===== src/rtl/tcw_pkg.sv =====
`timescale 1ns / 1ps
// ----------------------------------------------------------------------------
// Text console writer package
// Geometry, field widths, codes and the controller/datapath link types.
// ----------------------------------------------------------------------------
package tcw_pkg;

  localparam int COLUMNS     = 80;
  localparam int ROWS        = 25;
  localparam int CELLS       = ROWS * COLUMNS;
  localparam int ROW_W       = $clog2(ROWS);
  localparam int COL_W       = $clog2(COLUMNS);
  localparam int CELL_W      = $clog2(CELLS);
  localparam int IDX_W       = 11;
  localparam int DATA_W      = 16;
  localparam int ATTR_W      = 8;
  localparam int CHAR_W      = 8;
  localparam int SCROLL_LAST = COLUMNS * (ROWS - 1) - 1;
  localparam int FILL_LAST   = CELLS - 1;

  localparam logic [CHAR_W-1:0] NEWLINE_CODE = 8'h0A;
  localparam logic [CHAR_W-1:0] SPACE_CODE   = 8'h20;
  localparam logic [ATTR_W-1:0] TEXT_ATTR_RST  = 8'h0F;
  localparam logic [ATTR_W-1:0] BLANK_ATTR_RST = 8'h07;

  typedef enum logic [1:0] {
    KIND_PUT   = 2'd0,
    KIND_CLEAR = 2'd1,
    KIND_READ  = 2'd2
  } kind_e;

  typedef enum logic {
    CFG_TEXT_ATTR  = 1'b0,
    CFG_BLANK_ATTR = 1'b1
  } cfg_idx_e;

  typedef enum logic [5:0] {
    ST_INIT   = 6'b000001,
    ST_IDLE   = 6'b000010,
    ST_SCROLL = 6'b000100,
    ST_DRAIN  = 6'b001000,
    ST_FILL   = 6'b010000,
    ST_DONE   = 6'b100000
  } state_e;

  typedef struct packed {
    logic accept;
    logic put_step;
    logic clear_start;
    logic scroll_rd;
    logic fill;
    logic fill_zero;
    logic out_load;
  } tcw_cmd_t;

  typedef struct packed {
    logic put_scroll;
    logic ptr_scroll_last;
    logic ptr_fill_last;
    logic out_free;
  } tcw_sts_t;

endpackage


===== src/rtl/tcw_ctrl.sv =====
`timescale 1ns / 1ps
// ----------------------------------------------------------------------------
// Text console writer controller
// Sequences request acceptance, scroll copy, blank fill and result hand-off.
// ----------------------------------------------------------------------------
module tcw_ctrl import tcw_pkg::*; (
  input  logic        clk_i,
  input  logic        rst_ni,
  input  logic        in_valid_i,
  input  logic [1:0]  in_kind_i,
  output logic        in_stall_o,
  input  tcw_sts_t    sts_i,
  output tcw_cmd_t    cmd_o
);

  state_e state_q, state_d;

  always_comb begin
    state_d = state_q;
    cmd_o   = '0;
    unique case (state_q)
      ST_INIT: begin
        cmd_o.fill      = 1'b1;
        cmd_o.fill_zero = 1'b1;
        if (sts_i.ptr_fill_last) state_d = ST_IDLE;
      end
      ST_IDLE: begin
        if (in_valid_i) begin
          cmd_o.accept = 1'b1;
          priority if (in_kind_i == KIND_PUT) begin
            cmd_o.put_step = 1'b1;
            state_d = sts_i.put_scroll ? ST_SCROLL : ST_DONE;
          end else if (in_kind_i == KIND_CLEAR) begin
            cmd_o.clear_start = 1'b1;
            state_d = ST_FILL;
          end else begin
            state_d = ST_DONE;
          end
        end
      end
      ST_SCROLL: begin
        cmd_o.scroll_rd = 1'b1;
        if (sts_i.ptr_scroll_last) state_d = ST_DRAIN;
      end
      // last copy write lands here
      ST_DRAIN: state_d = ST_FILL;
      ST_FILL: begin
        cmd_o.fill = 1'b1;
        if (sts_i.ptr_fill_last) state_d = ST_DONE;
      end
      ST_DONE: begin
        if (sts_i.out_free) begin
          cmd_o.out_load = 1'b1;
          state_d = ST_IDLE;
        end
      end
      default: state_d = ST_INIT;
    endcase
  end

  assign in_stall_o = (state_q != ST_IDLE);

  always_ff @(posedge clk_i or negedge rst_ni) begin
    if (!rst_ni) begin
      state_q <= ST_INIT;
    end else begin
      state_q <= state_d;
    end
  end

endmodule


===== config.mk =====
export PLATFORM = sky130hd
export DESIGN_NAME = tcw_ctrl
export DESIGN_NICKNAME = d
export VERILOG_FILES = /design/src/rtl/tcw_pkg.sv /design/src/rtl/tcw_ctrl.sv
export SDC_FILE = /design/constraint.sdc
export NUM_CORES = 1
export LEC_CHECK = 0
export BUFFER_PORTS_ARGS = -buffer_cell sky130_fd_sc_hd__buf_2
export CAP_MARGIN = 20
export CORE_AREA = 2 2 39 41
export CTS_CLUSTER_DIAMETER = 150
export CTS_CLUSTER_SIZE = 8
export DETAILED_ROUTE_END_ITERATION = 8
export DIE_AREA = 0 0 41 43
export GPL_ROUTABILITY_DRIVEN = 0
export GPL_TIMING_DRIVEN = 0
export MAX_ROUTING_LAYER = met4
export PLACE_DENSITY = 0.72
export REMOVE_ABC_BUFFERS = 1
export SETUP_SLACK_MARGIN = 0.1
export SLEW_MARGIN = 10
export SYNTH_ARGS = -nofsm -noshare
export SYNTH_HDL_FRONTEND = slang
export SYNTH_SLANG_ARGS = --single-unit

===== constraint.sdc =====
create_clock -name clk_i -period 1.7 [get_ports clk_i]
set_clock_uncertainty 0.15 [all_clocks]
set_input_delay 0.17 -clock clk_i [delete_from_list [all_inputs] [get_ports clk_i]]
set_output_delay 0.17 -clock clk_i [all_outputs]
set_load 0.005 [all_outputs]

==> results of run 1 <==
==> synthesized netlist by cell type (all sizes together) <==
cell / count
nand3: 1
or4b: 1
nor2: 9
a22o: 1
o21ai: 6
clkbuf: 4
nand2: 5
nor2b: 1
a21oi: 2
o22ai: 1
or3: 1
nand4: 1
o211ai: 1
and2: 1
nor3: 4
xor2: 1
o211a: 1
dfrtp: 5
dfstp: 1
or4: 1
inv: 5
a31oi: 1
nor3b: 2
nor4: 2
xnor2: 1
nand3b: 1
mux2: 2
nor4b: 1
==> through the flow <==
stage | setup TNS [ns] | util [%] | worst slack (ns)
after floorplan | -0.317 | - | -0.118
after detailed placement | -0.861 | 42.8 | -0.269
after global routing | -2.75 | 59.0 | -0.414
after global placement | -0.766 | 42.8 | -0.253
after CTS | -1.30 | 51.9 | -0.330
final | -2.06 | 59.0 | -0.355
==> routing by layer <==
metal | vias up | track usage, %
li1 | 287 | -
met1 | 269 | 20.6
met2 | 27 | 24.4
met3 | 4 | 6.28
met4 | 0 | 2.67
met5 | - | -
==> power breakdown <==
| group | switching (mW) | internal [mW] | total [mW] |
|---|---|---|---|
| logic | 0.279 | 0.339 | 0.619 |
| clock network | 0.0589 | 0.0894 | 0.148 |
| registers | 0.0731 | 0.189 | 0.263 |
| total | 0.412 | 0.618 | 1.03 |
==> kinds of logic (layout without fill, tap and decap cells) <==
| family | Yosys count | in the layout | share of synthesized area [%] |
|---|---|---|---|
| mux | 2 | 2 | 4.44 |
| xor+xnor | 2 | 2 | 3.46 |
| simple gates | 31 | 31 | 38.8 |
| buf+inv | 9 | 40 | 6.67 |
| flops | 6 | 6 | 29.9 |
| compound gates | 13 | 13 | 16.8 |
==> layout make-up <==
class,instances,area (sq um),share of cell area [%]
Timing Repair Buffer,31,209,25.6
Clock buffer,4,26.3,3.22
Inverter,5,18.8,2.30
Sequential cell,6,158,19.3
Multi-Input combinational cell,48,384,47.1
Tap cell,16,20.0,2.45
==> worst max-delay path by stage <==
stage | start | to | slack [ns] | depth (start not counted)
after floorplan | state_q[1]$_DFFE_PN0P_ | cmd_o[0] | -0.12 | 3
after global placement | state_q[1]$_DFFE_PN0P_ | cmd_o[0] | -0.25 | 4
after detailed placement | state_q[1]$_DFFE_PN0P_ | cmd_o[0] | -0.27 | 4
after CTS | state_q[1]$_DFFE_PN0P_ | cmd_o[0] | -0.33 | 4
after global routing | state_q[1]$_DFFE_PN0P_ | cmd_o[0] | -0.41 | 4
final | state_q[1]$_DFFE_PN0P_ | cmd_o[0] | -0.36 | 4
==> critical path: stages, from the launching register on <==
cell and delay, ns:
dfrtp_2 0.40, or3_4 0.39, or4b_4 0.50, nor2_2 0.08, buf_2 0.11
==> repair_timing <==
| action | CTS | global route |
|---|---|---|
| pin swaps | 1 | 8 |
| hold buffers | 2 | 0 |
| endpoints found under the setup margin | 12 | 12 |
| hold endpoints to repair | 7 | 0 |
| resized for setup | 9 | 13 |
| setup buffers | 6 | 7 |
==> flow_summary.yaml, run 1 <==
yosys:
  ys_ff_latch: 6
  netlist_area_sq_um: 507
  synth_top_cell_by_area: "dfrtp_1"
  ys_warn_count: 0
  synth_area_leaders: "dfrtp_1, nor2_1, dfstp_2"
  synth_cell_types: 32
  syn-instance-count: 63
  synth_top_area_share_pct: 24.7
  synth-seq-area-share_pct: 29.9
  syn_area_per_cell_sq_um: 8.04
die:
  die_w_um: 41
  core-area_sq_um: 1380
  boundaryPins: 17
  start_util_pct: 36.6
  die_area_sq_um: 1760
  row_count: 14
  dieHeight_um: 43
grt:
  grt_util_all_layers_pct: 16.2
  grt_pass1_wl_um: 1910
  grt_start_max_net_pins: 13
  grt_pass1_vias: 442
  antenna_found_initial: 0
  grt_overflow: 0
pwr:
  vdd_drop_max_v: 0.000666
  leakage_nw: 0.390
  powerDensity_nw_per_um2: 1260
  p_total_mw: 1.03
sta:
  grt_setup_unrepaired: "yes"
  slew_headroom_pct: 79.6
  period_share_pct: 121
  worstMarginPinSlew_ns: 0.304
  setup_slack_ns: -0.355
  final-hold-violation-count: 0
  fmax_mhz: 487
  maxSlewViolCount: 0
  min_period_ns: 2.06
  fin_hold_ws_ns: 0.00955
  finalSetupViolCount: 10
outcome:
  outcome: "complete, but fails checks"
  failed_checks: "negative setup slack"
critical_path:
  end_kind: "primary output"
  worstPathArrival_ns: 1.74
  startpoint_type: "flip-flop"
  rr_worst_depth: 6
  r2r_start: "state_q[1]$_DFFE_PN0P_"
  r2r_end: "state_q[5]$_DFFE_PN0P_"
  worstSetupPathType: "flip-flop to primary output"
  rrSetupSlack_ns: -0.32
  crit_fanout: 2
  crit_required_ns: 1.38
job:
  max_cap_violations: 0
detailed_routing:
  vias_per_cell: 5.34
  drt_iter0_markers: 15
  drc_errors: 0
  vias: 587
  antenna_left: 0
  wire_per_inst_um: 13.5
  wl_met3_um: 110
  drt_pass1_iterations: 4
  wl_met2_um: 760
  top_layer: "met4"
  wl_met1_um: 598
  totalWireLength_um: 1490
cells_and_area:
  layout-drive-gt1-share_pct: 61.7
  fillerInstances: 128
  postLayoutCellArea_sq_um: 816
  diodes: 0
  final_cell_mix: "buf_2, buf_4, nor2_1"
  syn_to_final_growth_pct: 61.0
  largest-register: "state_q"
  mostFrequentLayoutCell: "buf_2"
  fin_cells: 110
  largest_reg_flops: 6
  final_nets: 104
  reg_top3: "state_q x6"
placement:
  dpl.cell_count: 91
  io_buffers: 16
  place_area_sq_um: 592
  dp_hpwl_um: 851
worst_hold_path:
  min_from: "sts_i[0]"
  hold-path-cell-count: 2
  holdPathEnd: "state_q[5]$_DFFE_PN0P_"
  hp-class: "input port to flip-flop"
clock_tree:
  cts_made_buffers: 3
  cts.reportedPaths.clkPinSlew_ns: 0.05
  htreeDepth: 1
  cts.sinks: 6
  tritoncts: "built"
  cts_root_buffer: "clkbuf_4"
  worstSkewPairLatency_ns: 0.25
  clock_path_buffers: 2
No activity file was read; power rests on OpenSTA's default activity.
==> run 2: changes to the inputs <==
--- a/config.mk
+++ b/config.mk
@@ -5,6 +5,7 @@
 export SDC_FILE = /design/constraint.sdc
 export NUM_CORES = 1
 export LEC_CHECK = 0
+export ABC_AREA = 1
 export BUFFER_PORTS_ARGS = -buffer_cell sky130_fd_sc_hd__buf_2
 export CAP_MARGIN = 20
 export CORE_AREA = 2 2 39 41
@@ -15,7 +16,7 @@
 export GPL_ROUTABILITY_DRIVEN = 0
 export GPL_TIMING_DRIVEN = 0
 export MAX_ROUTING_LAYER = met4
-export PLACE_DENSITY = 0.72
+export PLACE_DENSITY = 0.71
 export REMOVE_ABC_BUFFERS = 1
 export SETUP_SLACK_MARGIN = 0.1
 export SLEW_MARGIN = 10
==> flow_summary.yaml, run 2 <==
cells_and_area:
  mostFrequentLayoutCell: "buf_2"
  fin_cells: 124
  largest-register: "state_q"
  fillerInstances: 121
  syn_to_final_growth_pct: 56.4
  largest_reg_flops: 6
  diodes: 0
  reg_top3: "state_q x6"
  final_cell_mix: "buf_2, nand2_1, inv_1, nor2_1, buf_4"
  final_nets: 118
  layout-drive-gt1-share_pct: 53.7
  postLayoutCellArea_sq_um: 791
pwr:
  powerDensity_nw_per_um2: 1390
  leakage_nw: 0.457
  vdd_drop_max_v: 0.000707
yosys:
  ys_ff_latch: 6
  synth_area_leaders: "dfrtp_1, nand2_1, nand4_1"
  ys_warn_count: 0
  netlist_area_sq_um: 505
  synth_edf_count: 0
  synthTopCellsByCount: "nand2_1, inv_1, nor2_1, nand4_1, dfrtp_1"
  async_reset_ff_share_pct: 100
  syn_area_per_cell_sq_um: 6.83
  syn-instance-count: 74
  synth_cell_types: 17
  synth-seq-area-share_pct: 30.0
  synth_top_area_share_pct: 24.8
  synth_flop_cell: "dfrtp_1"
  synth_top_cell_by_area: "dfrtp_1"
  synth_most_common_cell: "nand2_1"
critical_path:
  rrSetupSlack_ns: 0.10
  end_kind: "primary output"
  crit_required_ns: 1.38
  worstPathArrival_ns: 1.32
  crit_family: "simple AND/OR/NAND/NOR gates"
  startpoint_type: "flip-flop"
  cp_slowest_cell: "dfrtp_2"
  worstSetupPathType: "flip-flop to primary output"
  path_buf_inv: 1
  max_stage_delay_ns: 0.44
  crit_fanout: 7
  crit_chain: "nor2_4, nand2_1, nor3_2, buf_2"
grt:
  grt_use_met2_pct: 26.9
  grt_util_met1_pct: 21.1
  grt_pass1_vias: 485
  antenna_found_initial: 0
  grt_overflow: 0
  grt_util_all_layers_pct: 19.3
  met3_usage_pct: 9.42
  grt_pass1_wl_um: 2060
  grt-busiest-layer: "met2"
  grt_start_max_net_pins: 8
placement:
  dpl.cell_count: 106
  dp_hpwl_um: 943
  place_area_sq_um: 606
  place_ws_ns: 0.263
  io_buffers: 16
job:
  max_cap_violations: 0
sta:
  period_share_pct: 96.4
  maxSlewViolCount: 0
  slew_headroom_pct: 81.2
  grt_setup_unrepaired: "yes"
  final-hold-violation-count: 0
  fmax_mhz: 610
  setup_slack_ns: 0.0615
  min_period_ns: 1.64
  worstMarginPinSlew_ns: 0.282
  finalSetupViolCount: 0
detailed_routing:
  drc_errors: 0
  antenna_left: 0
  vias: 596
  totalWireLength_um: 1490
  vias_per_cell: 4.81
  drt_pass1_iterations: 4
  wire_per_inst_um: 12.0
  drt_iter0_markers: 25
die:
  boundaryPins: 17
  row_count: 14
  core-area_sq_um: 1380
  die_w_um: 41
  die_area_sq_um: 1760
  dieHeight_um: 43
  start_util_pct: 36.5
outcome:
  outcome: "finished clean"
clock_tree:
  tritoncts: "built"
  worstSkewPairLatency_ns: 0.26
  cts_root_buffer: "clkbuf_4"
  cts.sinks: 6
  cts.reportedPaths.clkPinSlew_ns: 0.05
  clock_path_buffers: 2
  htreeDepth: 1
  cts_made_buffers: 3
worst_hold_path:
  hp-class: "input port to async pin"
[run 2: changes by cell type in the layout (fill, tap and decap cells not counted), moves of 4 or more]
cell	previous run	this run
nand2_1	4	13
nand4_1	1	8
inv_1	4	10
dfrtp_1	0	4
dfrtp_2	5	1
inv_2	1	5
nor2_1	6	10
nor2_4	0	4
o21ai_0	5	1
[run 2: kinds of logic (layout without fill, tap and decap cells)]
logic type / count (synthesis) / after routing / synth area share [%]
AOI/OAI and AO/OA: 3 / 3 / 2.97
DFF: 6 / 6 / 30.0
and+or+nand+nor: 50 / 50 / 55.9
buffers and inverters: 15 / 49 / 11.1
[run 2: cell type report]
class	count	area (sq um)	area share (%)
Inverter	15	56.3	7.12
Tap cell	16	20.0	2.53
Sequential cell	6	153	19.3
Timing Repair Buffer	30	199	25.2
Multi-Input combinational cell	53	337	42.6
Clock buffer	4	26.3	3.32
[run 2: stage by stage]
stage	hold slack, ns	total power, mW	utilization [%]	setup TNS, ns
finish	0.102	1.10	57.1	0
global route	0.107	1.19	57.1	-0.0793
CTS	0.101	0.966	52.1	0
detailed placement	-0.154	0.713	43.8	0
global placement	-0.155	0.703	43.8	0
floorplan	-0.276	0.581	-	0
[run 2: repair_timing]
action / in CTS / in global routing
pin swaps: 4 / 6
endpoints found under the setup margin: 3 / 12
gates resized for setup: 4 / 10
buffers inserted: 8 / 5
hold buffers: 1 / 0
endpoints found under the hold margin: 6 / 0
[run 2: power by group]
group	total, mW	switching [mW]	internal (mW)
Combinational	0.695	0.382	0.313
Sequential	0.251	0.0578	0.193
Clock	0.151	0.0612	0.0895
Total	1.10	0.501	0.596
[run 2: path summary, 6_finish.rpt]
| check | start | endpoint | cells past startpoint |
|---|---|---|---|
| worst max-delay path | state_q[1]$_DFFE_PN0P_ | cmd_o[3] | 4 |
| worst min-delay path | rst_ni | state_q[5]$_DFFE_PN0P_ | 2 |
| worst max register to register | state_q[5]$_DFFE_PN0P_ | state_q[2]$_DFFE_PN0P_ | 8 |
| worst min register to register | state_q[3]$_DFFE_PN0P_ | state_q[4]$_DFFE_PN0P_ | 3 |
| max in group asynchronous | rst_ni | state_q[0]$_DFFE_PN1P_ | 2 |
| min in group clk_i | sts_i[1] | state_q[0]$_DFFE_PN1P_ | 4 |
[run 2: per-layer routing]
layer | up-vias | wire [um]
li1 | 308 | -
met4 | 0 | 53
met3 | 4 | 79
met5 | - | 0
met1 | 267 | 615
met2 | 17 | 739
[run 2: worst reg2reg max path: cells and delay by family (launching register included)]
family / cells / cell delay (ns)
buf+inv: 3 / 0.28
flops: 1 / 0.42
simple gates: 5 / 0.62
